<file path="src/sobel_gradient_3x3_unit_assert.svh">
// Assertion macros for the Sobel gradient unit.
// Expects signals named clock and reset in the scope where a macro is used.
`ifndef SOBEL_GRADIENT_3X3_UNIT_ASSERT_SVH
`define SOBEL_GRADIENT_3X3_UNIT_ASSERT_SVH

`ifndef SYNTH

`define SG3_ASSERT(label, prop) \
   label: assert property (@(posedge clock) disable iff (reset) (prop)) \
      else $error("sg3 assertion failed");

`define SG3_ASSERT_IMPLIES(label, ante, cons) \
   label: assert property (@(posedge clock) disable iff (reset) (ante) |-> (cons)) \
      else $error("sg3 assertion failed");

`define SG3_ASSERT_NEXT(label, ante, cons) \
   label: assert property (@(posedge clock) disable iff (reset) (ante) |=> (cons)) \
      else $error("sg3 assertion failed");

`else

`define SG3_ASSERT(label, prop)

`define SG3_ASSERT_IMPLIES(label, ante, cons)

`define SG3_ASSERT_NEXT(label, ante, cons)

`endif

`endif

</file>
<file path="src/sg3_pkg.sv">
// Shared types and constants of the Sobel gradient unit.
// No dependencies; the other files that use it refer to this package by scoped names.
package sg3_pkg;

   localparam int MAX_WIDTH = 1024;
   localparam int COL_W = $clog2(MAX_WIDTH);
   localparam int CFG_WIDTH_W = 11;
   localparam int WEFF_W = ($clog2(MAX_WIDTH + 1) > CFG_WIDTH_W) ?
                           $clog2(MAX_WIDTH + 1) : CFG_WIDTH_W;
   localparam int HEIGHT_W = 12;
   localparam int ROW_W = HEIGHT_W + 1;
   localparam int CSR_DATA_W = 12;
   localparam int CSR_INDEX_W = 1;
   localparam int PIX_W = 8;
   localparam int GRAD_W = 11;
   localparam int MAG_W = 8;
   localparam int MAG_MAX = 255;
   localparam int WIDTH_RESET = 640;
   localparam int HEIGHT_RESET = 480;

   localparam logic [CSR_INDEX_W-1:0] REG_IMAGE_WIDTH = 1'd0;
   localparam logic [CSR_INDEX_W-1:0] REG_IMAGE_HEIGHT = 1'd1;

   // Window indexed [row][column]; row 0 is the top row, column 2 the newest.
   typedef logic [2:0][2:0][PIX_W-1:0] win_type;

   // Where the centre pixel of one request lies and which neighbors are inside.
   typedef struct packed {
      logic             have;
      logic             last;
      logic             top_ok;
      logic             bot_ok;
      logic             left_ok;
      logic             right_ok;
      logic [COL_W-1:0] col;
   } pos_type;

endpackage

</file>
<file path="src/sg3_kernel.sv">
// Sobel 3x3 kernel: masks neighbors outside the frame, forms both gradients
// and the saturated magnitude. Depends on sg3_pkg.
module sg3_kernel (
   input  sg3_pkg::win_type                  win,
   input  sg3_pkg::pos_type                  pos,
   output logic signed [sg3_pkg::GRAD_W-1:0] grad_x,
   output logic signed [sg3_pkg::GRAD_W-1:0] grad_y,
   output logic [sg3_pkg::MAG_W-1:0]         magnitude
);

   logic signed [sg3_pkg::GRAD_W-1:0] v [3][3];
   logic [sg3_pkg::GRAD_W-1:0]        abs_x;
   logic [sg3_pkg::GRAD_W-1:0]        abs_y;
   logic [sg3_pkg::GRAD_W:0]          abs_sum;
   logic [sg3_pkg::GRAD_W-1:0]        half;

   always_comb begin
      for (int r = 0; r < 3; r++) begin
         for (int c = 0; c < 3; c++) begin
            logic ok;
            ok = 1'b1;
            if (r == 0 && !pos.top_ok) ok = 1'b0;
            if (r == 2 && !pos.bot_ok) ok = 1'b0;
            if (c == 0 && !pos.left_ok) ok = 1'b0;
            if (c == 2 && !pos.right_ok) ok = 1'b0;
            v[r][c] = ok ? sg3_pkg::GRAD_W'(win[r][c]) : '0;
         end
      end
   end

   assign grad_x = (v[0][2] - v[0][0]) + ((v[1][2] - v[1][0]) <<< 1) + (v[2][2] - v[2][0]);
   assign grad_y = (v[2][0] - v[0][0]) + ((v[2][1] - v[0][1]) <<< 1) + (v[2][2] - v[0][2]);

   assign abs_x = grad_x[sg3_pkg::GRAD_W-1] ? -grad_x : grad_x;
   assign abs_y = grad_y[sg3_pkg::GRAD_W-1] ? -grad_y : grad_y;
   assign abs_sum = {1'b0, abs_x} + {1'b0, abs_y};
   assign half = abs_sum[sg3_pkg::GRAD_W:1];
   assign magnitude = (half > sg3_pkg::GRAD_W'(sg3_pkg::MAG_MAX)) ?
                      sg3_pkg::MAG_W'(sg3_pkg::MAG_MAX) : half[sg3_pkg::MAG_W-1:0];

endmodule

</file>
<file path="config.mk">
export PLATFORM = sky130hd
export DESIGN_NAME = sg3_kernel
export DESIGN_NICKNAME = d
export VERILOG_FILES = /design/src/sobel_gradient_3x3_unit_assert.svh /design/src/sg3_pkg.sv /design/src/sg3_kernel.sv
export SDC_FILE = /design/constraint.sdc
export NUM_CORES = 1
export LEC_CHECK = 0
export ABC_AREA = 1
export ABC_CLOCK_PERIOD_IN_PS = 8600
export BUFFER_PORTS_ARGS = -buffer_cell sky130_fd_sc_hd__buf_2
export CAP_MARGIN = 20
export CORE_MARGIN = 5
export CORE_UTILIZATION = 30
export DETAILED_ROUTE_END_ITERATION = 7
export GPL_ROUTABILITY_DRIVEN = 1
export GPL_TIMING_DRIVEN = 0
export PLACE_DENSITY = 0.46
export SYNTH_ARGS = -nofsm -noshare
export SYNTH_HDL_FRONTEND = slang
export SYNTH_SLANG_ARGS = --single-unit
</file>
<file path="constraint.sdc">
create_clock -name vclk -period 8.6
set_input_delay 0.43 -clock vclk [all_inputs]
set_output_delay 0.43 -clock vclk [all_outputs]
set_load 0.01 [all_outputs]
</file>
==> flow_metrics.tcl <==
set metrics [dict create \
    dr.first_iter.drc_count 212 \
    cpMostUsedCell "nand3_1" \
    end_kind "primary output" \
    rsz0062_at_grt "false" \
    hpwl_um 12300 \
    die_x_um 139 \
    drv_slew 0 \
    drc 0 \
    antenna_cells 0 \
    cpMaxStageDelayCell "fa_1" \
    outcome "complete, no violations" \
    whs_ns 1.55 \
    postCtsSetupRepairBufs 0 \
    setup-tns-final_ns 0 \
    worst_pin_slew_ns 0.471 \
    fp.coreArea_um2 16500 \
    min_period_ns 6.70 \
    relSlewSlack_pct 68.5 \
    hold_buffers 0 \
    syn_to_final_growth_pct 14.9 \
    critPathRequiredTime_ns 8.17 \
    max_stage_delay_ns 0.53 \
    cp-start-kind "input port" \
    clock_buffers 0 \
    grt_pass1_vias 4683 \
    critPathBufInv 7 \
    yosysWarnings 0 \
    yosysMostFrequentCell "nand2_1" \
    grt_max_degree 11 \
    grt_pass1_wl_um 22300 \
    worstHoldPathType "in -> out" \
    die_y_um 139 \
    seq_cell_count 0 \
    synth_area_leader_cell "ha_1" \
    seq_area_um2 0 \
    wirelength_um 13300 \
    wl_per_cell_um 11.8 \
    syn_area_um2 5000 \
    synth_area_leaders "ha_1, nand2_1, fa_1" \
    synth.yosys.seq_area_share_pct 0 \
    grt_use_total_pct 13.5 \
    die-area_um2 19300 \
    placedInstanceArea_um2 5740 \
    yosysUniqueCellTypes 40 \
    cp.arrival_ns 6.27 \
    setup_viol 0 \
    vias 4807 \
    start_util_pct 30.3 \
    crit_type "in -> out" \
    num_io_pins 118 \
    synthTopCellsByCount "nand2_1, inv_1, ha_1, nand3_1, fa_1" \
    drv_cap 0 \
    drtAntennaViolNets 0 \
    syn_inst 809 \
    synth_top_area_share_pct 17.8 \
    fmax_mhz 149 \
    antenna_found_initial 0 \
    fin_crit_sh_pct 77.9 \
    setup_ws_ns 1.90 \
    rows 47 \
    hold_viol 0 \
    place_congestion 0.864 \
    synth.avg_cell_area_um2 6.18 \
    postCtsResizedCells 0 \
    drt-pass1-iter-count 4 \
    io_buffers 94 \
    cp_top_family "adder cells" \
    syn_nets 1008 \
    grt_overflow 0 \
    place_ws_ns 1.90 \
    fin_area_um2 5740 \
    nNetsFinal 1104 \
    drt-vias-per-instance 4.28 \
    drive_gt1_share_pct 16.7 \
    path_max_fanout 10 \
]
layout make-up:
cell class / instances / area [um2]
Fill cell: 1883 / 10700
Multi-Input combinational cell: 598 / 4170
Inverter: 204 / 766
Timing Repair Buffer: 94 / 470
Tap cell: 220 / 275
Buffer: 7 / 58.8
through the flow:
stage,std cells,util (%)
floorplan,809,-
global placement,1123,34.9
detailed placement,1123,34.9
CTS,1123,34.9
global route,1123,34.9
finish,1123,34.9
routing by layer:
layer,GRT usage [%],up-vias,share of wire [%],routed length (um)
met5,0,-,0,0
met4,0,0,0,0
met3,1.38,0,5.2,695
met2,21.9,104,42,5580
met1,20.6,2042,53,6980
li1,-,2661,-,-
placed cells by master (no fill, tap or decap), types with 19 or more instances in the layout:
| master | instances |
|---|---|
| nand2_1 | 226 |
| inv_1 | 198 |
| buf_2 | 95 |
| ha_1 | 71 |
| nand3_1 | 66 |
| fa_1 | 40 |
| nor2_1 | 34 |
| a21oi_1 | 28 |
| xor2_1 | 23 |
| nand2_2 | 19 |
path summary, 6_finish.rpt:
kind,startpoint,to,slack (ns),cells after the start
setup / recovery,pos[11],magnitude[1],1.90,34
hold / removal,win[16],grad_x[0],1.55,5
kinds of logic (layout without fill, tap and decap cells):
| family | Yosys count | in the layout | synth area share [%] |
|---|---|---|---|
| and+or+nand+nor | 389 | 389 | 35.3 |
| buffers and inverters | 211 | 305 | 16.5 |
| AOI/OAI and AO/OA | 60 | 60 | 7.46 |
| adders and majority gates | 111 | 111 | 33.8 |
| xor gates and xnor gates | 38 | 38 | 6.96 |
Power is left out: the tool's default activity adds up to more than one toggle a clock period on the data nets, which glitch-free logic cannot reach.
