File: config.mk
export PLATFORM = sky130hd
export DESIGN_NAME = sg3_locate
export DESIGN_NICKNAME = d
export VERILOG_FILES = /design/src/sobel_gradient_3x3_unit_assert.svh /design/src/sg3_pkg.sv /design/src/sg3_locate.sv
export SDC_FILE = /design/constraint.sdc
export NUM_CORES = 1
export LEC_CHECK = 0
export BUFFER_PORTS_ARGS = -buffer_cell sky130_fd_sc_hd__clkbuf_2
export CAP_MARGIN = 0
export CORE_MARGIN = 10
export CORE_UTILIZATION = 65
export CTS_CLUSTER_DIAMETER = 100
export DETAILED_ROUTE_END_ITERATION = 10
export PLACE_DENSITY_LB_ADDON = 0.15
export SLEW_MARGIN = 20
export SYNTH_ARGS = -nofsm -noshare
export SYNTH_HDL_FRONTEND = slang
export SYNTH_SLANG_ARGS = --single-unit
File: constraint.sdc
create_clock -name clock -period 14.1 [get_ports clock]
set_input_delay 2.82 -clock clock [delete_from_list [all_inputs] [get_ports clock]]
set_output_delay 2.82 -clock clock [all_outputs]
set_load 0.1 [all_outputs]
File: src/sobel_gradient_3x3_unit_assert.svh
// Assertion macros for the Sobel gradient unit.
// Expects signals named clock and reset in the scope where a macro is used.
`ifndef SOBEL_GRADIENT_3X3_UNIT_ASSERT_SVH
`define SOBEL_GRADIENT_3X3_UNIT_ASSERT_SVH

`ifndef SYNTH

`define SG3_ASSERT(label, prop) \
   label: assert property (@(posedge clock) disable iff (reset) (prop)) \
      else $error("sg3 assertion failed");

`define SG3_ASSERT_IMPLIES(label, ante, cons) \
   label: assert property (@(posedge clock) disable iff (reset) (ante) |-> (cons)) \
      else $error("sg3 assertion failed");

`define SG3_ASSERT_NEXT(label, ante, cons) \
   label: assert property (@(posedge clock) disable iff (reset) (ante) |=> (cons)) \
      else $error("sg3 assertion failed");

`else

`define SG3_ASSERT(label, prop)

`define SG3_ASSERT_IMPLIES(label, ante, cons)

`define SG3_ASSERT_NEXT(label, ante, cons)

`endif

`endif

File: src/sg3_pkg.sv
// Shared types and constants of the Sobel gradient unit.
// No dependencies; the other files that use it refer to this package by scoped names.
package sg3_pkg;

   localparam int MAX_WIDTH = 1024;
   localparam int COL_W = $clog2(MAX_WIDTH);
   localparam int CFG_WIDTH_W = 11;
   localparam int WEFF_W = ($clog2(MAX_WIDTH + 1) > CFG_WIDTH_W) ?
                           $clog2(MAX_WIDTH + 1) : CFG_WIDTH_W;
   localparam int HEIGHT_W = 12;
   localparam int ROW_W = HEIGHT_W + 1;
   localparam int CSR_DATA_W = 12;
   localparam int CSR_INDEX_W = 1;
   localparam int PIX_W = 8;
   localparam int GRAD_W = 11;
   localparam int MAG_W = 8;
   localparam int MAG_MAX = 255;
   localparam int WIDTH_RESET = 640;
   localparam int HEIGHT_RESET = 480;

   localparam logic [CSR_INDEX_W-1:0] REG_IMAGE_WIDTH = 1'd0;
   localparam logic [CSR_INDEX_W-1:0] REG_IMAGE_HEIGHT = 1'd1;

   // Window indexed [row][column]; row 0 is the top row, column 2 the newest.
   typedef logic [2:0][2:0][PIX_W-1:0] win_type;

   // Where the centre pixel of one request lies and which neighbors are inside.
   typedef struct packed {
      logic             have;
      logic             last;
      logic             top_ok;
      logic             bot_ok;
      logic             left_ok;
      logic             right_ok;
      logic [COL_W-1:0] col;
   } pos_type;

endpackage

File: src/sg3_locate.sv
// Column and row counters of the Sobel gradient unit, and the position of the
// centre pixel that each request completes. Depends on sg3_pkg.
module sg3_locate (
   input  logic                          clock,
   input  logic                          reset,
   input  logic                          restart,
   input  logic                          advance,
   input  logic [sg3_pkg::WEFF_W-1:0]    width,
   input  logic [sg3_pkg::HEIGHT_W-1:0]  height,
   output sg3_pkg::pos_type              pos
);

   logic [sg3_pkg::COL_W-1:0]  col_ff, col_in;
   logic [sg3_pkg::ROW_W-1:0]  row_ff, row_in;
   logic [sg3_pkg::WEFF_W-1:0] col_w;
   logic [sg3_pkg::WEFF_W-1:0] col_next;
   logic [sg3_pkg::WEFF_W-1:0] cc;
   logic [sg3_pkg::ROW_W-1:0]  rc;
   logic [sg3_pkg::ROW_W-1:0]  height_r;
   logic                       centre;

   assign col_w = sg3_pkg::WEFF_W'(col_ff);
   assign col_next = col_w + sg3_pkg::WEFF_W'(1);
   assign height_r = sg3_pkg::ROW_W'(height);

   // The centre lags one row plus one pixel; at column zero it is the last
   // pixel of the row two rows up.
   always_comb begin
      if (col_ff != '0) begin
         cc = col_w - sg3_pkg::WEFF_W'(1);
         centre = (row_ff != '0);
         rc = row_ff - sg3_pkg::ROW_W'(1);
      end else begin
         cc = width - sg3_pkg::WEFF_W'(1);
         centre = (row_ff >= sg3_pkg::ROW_W'(2));
         rc = row_ff - sg3_pkg::ROW_W'(2);
      end
      pos.have = centre && (rc < height_r);
      pos.last = pos.have && (rc == height_r - sg3_pkg::ROW_W'(1)) &&
                 (cc == width - sg3_pkg::WEFF_W'(1));
      pos.top_ok = (rc != '0);
      pos.bot_ok = (rc + sg3_pkg::ROW_W'(1)) < height_r;
      pos.left_ok = (cc != '0);
      pos.right_ok = (cc + sg3_pkg::WEFF_W'(1)) < width;
      pos.col = col_ff;
   end

   always_comb begin
      col_in = col_ff;
      row_in = row_ff;
      if (restart) begin
         col_in = '0;
         row_in = '0;
      end else if (advance) begin
         if (pos.last) begin
            col_in = '0;
            row_in = '0;
         end else if (col_next >= width) begin
            col_in = '0;
            row_in = row_ff + sg3_pkg::ROW_W'(1);
         end else begin
            col_in = col_next[sg3_pkg::COL_W-1:0];
         end
      end
   end

   always_ff @(posedge clock) begin
      if (reset) begin
         col_ff <= '0;
         row_ff <= '0;
      end else begin
         col_ff <= col_in;
         row_ff <= row_in;
      end
   end

endmodule

==> impl_metrics.json <==
{
  "synthMuxAreaShare_pct": 1.90,
  "cts_made_buffers": 3,
  "finalNonFillerCells": 667,
  "rsz0062_at_grt": "false",
  "syn2layout_area_growth_pct": 6.51,
  "grt_pass1_vias": 4023,
  "h-tree-depth": 1,
  "skew_ns": 0.00166,
  "synth_area_um2": 4210,
  "leakage_uw": 0.00191,
  "die_w_um": 100,
  "drv_cap": 0,
  "relSlewSlack_pct": 44.6,
  "start_kind": "input pin",
  "place_inst": 663,
  "final_util_pct": 71.0,
  "antenna_left": 0,
  "clk_pin_slew_ns": 0.08,
  "cts_setup_buffers": 0,
  "finalCritPeriodShare_pct": 64.7,
  "grt_max_degree": 27,
  "worst_slack_ns": 4.97,
  "clock_latency_ns": 0.27,
  "fill_cells": 569,
  "synth_top_area_share_pct": 17.8,
  "crit_type": "in2out",
  "cp.arrival_ns": 6.31,
  "gp_congestion": 0.920,
  "worstHoldPathType": "reg2reg",
  "ys.flop_type": "dfxtp_1",
  "async_flop_share_pct": 0,
  "cp_cell_sequence": "clkbuf_2 > inv_1 > ha_1 > nor3b_1 > xnor2_1 > a21boi_0 > nand2_1 > nor2_1 > xor2_1 > ha_1 > o21a_1 > o21a_1 > o21a_1 > o21ai_0 > a21oi_1 > a211oi_1 > clkbuf_2",
  "diodes": 0,
  "viasPerCell": 6.25,
  "cp-end-kind": "primary output",
  "synth-compound-area-share_pct": 17.0,
  "post-place-ws_ns": 4.96,
  "yosysTopAreaCell": "ha_1",
  "setup-tns-final_ns": 0,
  "path_common_cell": "o21a_1",
  "clockBufferDepth": 2,
  "fin_crit_ns": 9.13,
  "fin_nets": 678,
  "ir_drop_mv": 0.0466,
  "drive_gt1_share_pct": 10.7,
  "hpwl_um": 9170,
  "synth-simple-area-share_pct": 28.5,
  "ys_seq_area_share_pct": 10.9,
  "cts_tree": "yes",
  "io_pins": 43,
  "drt_pre_antenna_iters": 4,
  "start_util_pct": 66.6,
  "synthXorXnorAreaFrac_pct": 17.5,
  "numPortBuffers": 42,
  "die_h_um": 100,
  "outcome": "finished clean",
  "wl_per_cell_um": 16.6,
  "antenna_found_initial": 0,
  "yosysUniqueCellTypes": 62,
  "crit_required_ns": 11.28,
  "critPathMaxStageDelay_ns": 0.49,
  "grt_usage_pct": 21.7,
  "synth_top_family_by_area": "simple AND/OR/NAND/NOR gates",
  "grt_overflow": 0,
  "maxSlewViolCount": 0,
  "yosys_warnings": 0,
  "clock-sinks": 23,
  "final-setup-viol-count": 0,
  "drc": 0,
  "dieArea_um2": 10100,
  "drt_iter0_drc": 195,
  "rrSetupSlack_ns": 8.63,
  "ys_top_cells_by_area": "ha_1 (18%), dfxtp_1 (11%), xnor2_1 (11%), nand2_1 (4.4%), inv_1 (4.3%)",
  "cp_slowest_cell": "clkbuf_2",
  "syn_inst": 564,
  "ctsResizeCount": 0,
  "core_um2": 6310,
  "placement_rows": 29,
  "finalHoldViolCount": 0,
  "postCtsHoldBufs": 0,
  "worstMarginPinSlew_ns": 0.824,
  "avgSynthCellArea_um2": 7.46,
  "grt_pass1_wl_um": 18700,
  "fmax_mhz": 110,
  "synth_fa_ha_area_share_pct": 17.8,
  "wl_um": 11000,
  "worst-path-max-fanout": 3,
  "clock-root-buffer": "clkbuf_8",
  "ys_ff_latch": 23,
  "powerDensity_nw_per_um2": 45.3,
  "synth_edf_count": 0,
  "synth_nets": 651,
  "via_count": 4169
}
## area by class of cell
type | count | area (um^2) | area share [%]
tap | 77 | 96.3 | 2.15
inverter | 49 | 184 | 4.10
clock buffer | 4 | 45.0 | 1.01
sequential | 23 | 460 | 10.3
timing repair buffer | 42 | 210 | 4.69
multi-input combinational | 472 | 3480 | 77.8
## metal layers
metal / wire length, um / up-vias / GRT usage, % / share of wire (%)
met2: 5620 / 123 / 40.0 / 51
li1: - / 2084 / - / -
met1: 4640 / 1945 / 25.2 / 42
met4: 190 / 0 / 5.65 / 1.7
met3: 595 / 17 / 3.43 / 5.4
met5: 0 / - / 0 / 0
## cells by family (layout without fill, tap and decap cells)
kind of cell,after synthesis,count (layout)
xor+xnor,75,75
compound gates,104,104
mux,8,8
simple gates,225,225
flops,23,23
buf+inv,69,95
fa+ha+maj,60,60
## critical path, delay by kind of cell
family	cells	cell delay, ns
buffers and inverters	3	0.71
xor gates and xnor gates	2	0.33
adders and majority gates	2	0.46
AOI/OAI and AO/OA	7	1.22
and+or+nand+nor	3	0.75
## synth_stat cells (17+ instances only)
cell type and count:
inv_1 48, xor2_1 17, xnor2_1 52, nand2_1 49, o21ai_0 21, clkbuf_1 17, nor4_1 17, a21oi_1 25
dfxtp_1 23, nand3_1 32, nor3_1 22, ha_1 60, nor2_1 42
## sequential cells by signal, indices dropped and copies added (netlist names)
register	flops
col_ff	10
row_ff	13
## layout by cell type, fill, tap and decap left out, types with 2 or more instances in the layout
master     count
or3b_2         2
xnor2_1       52
nor4_1        17
nor2b_1        5
a21o_1         4
ha_1          60
o21a_1        16
nor4_2         4
o21ai_1        2
clkbuf_8       3
nor3_1        22
o31ai_1        7
nand2b_1       3
dfxtp_1       23
and3_1         9
or3_1          5
nand3b_1       2
xor2_1        17
inv_1         48
nand2_1       49
and2_1         3
clkbuf_2      42
nand4_1        8
o2111ai_1      5
or4_1          7
xnor3_1        4
a221o_1        2
nand3_1       32
nor2_1        42
nor3b_1        4
a31oi_1        4
o21ai_0       21
a211oi_1       5
a21oi_1       25
nor3_2         2
mux2i_1        8
## per-stage QoR
stage / hold slack [ns] / total power, uW / cell area [um^2]
floorplan: 0.472 / 139 / 4210
global route: 0.575 / 218 / 4480
CTS: 0.527 / 204 / 4480
finish: 0.540 / 203 / 4480
global placement: 0.491 / 160 / 4440
detailed placement: 0.516 / 163 / 4440
## path summary, 6_finish.rpt
check | start | to | depth (start not counted)
worst min register to register | row_ff[11]$_SDFFE_PP0P_ | row_ff[11]$_SDFFE_PP0P_ | 2
worst max register to register | col_ff[6]$_SDFFE_PP0P_ | row_ff[7]$_SDFFE_PP0P_ | 15
worst min-delay path | row_ff[11]$_SDFFE_PP0P_ | row_ff[11]$_SDFFE_PP0P_ | 2
worst max-delay path | width[1] | pos[10] | 17
## where the power goes
part / switching, uW / internal, uW / total [uW]
combinational: 57.2 / 38.9 / 96.1
clock: 21.1 / 20.2 / 41.3
sequential: 0.427 / 65.0 / 65.5
total: 78.7 / 124 / 203
Note: power is estimated with default switching activity, not from simulation.
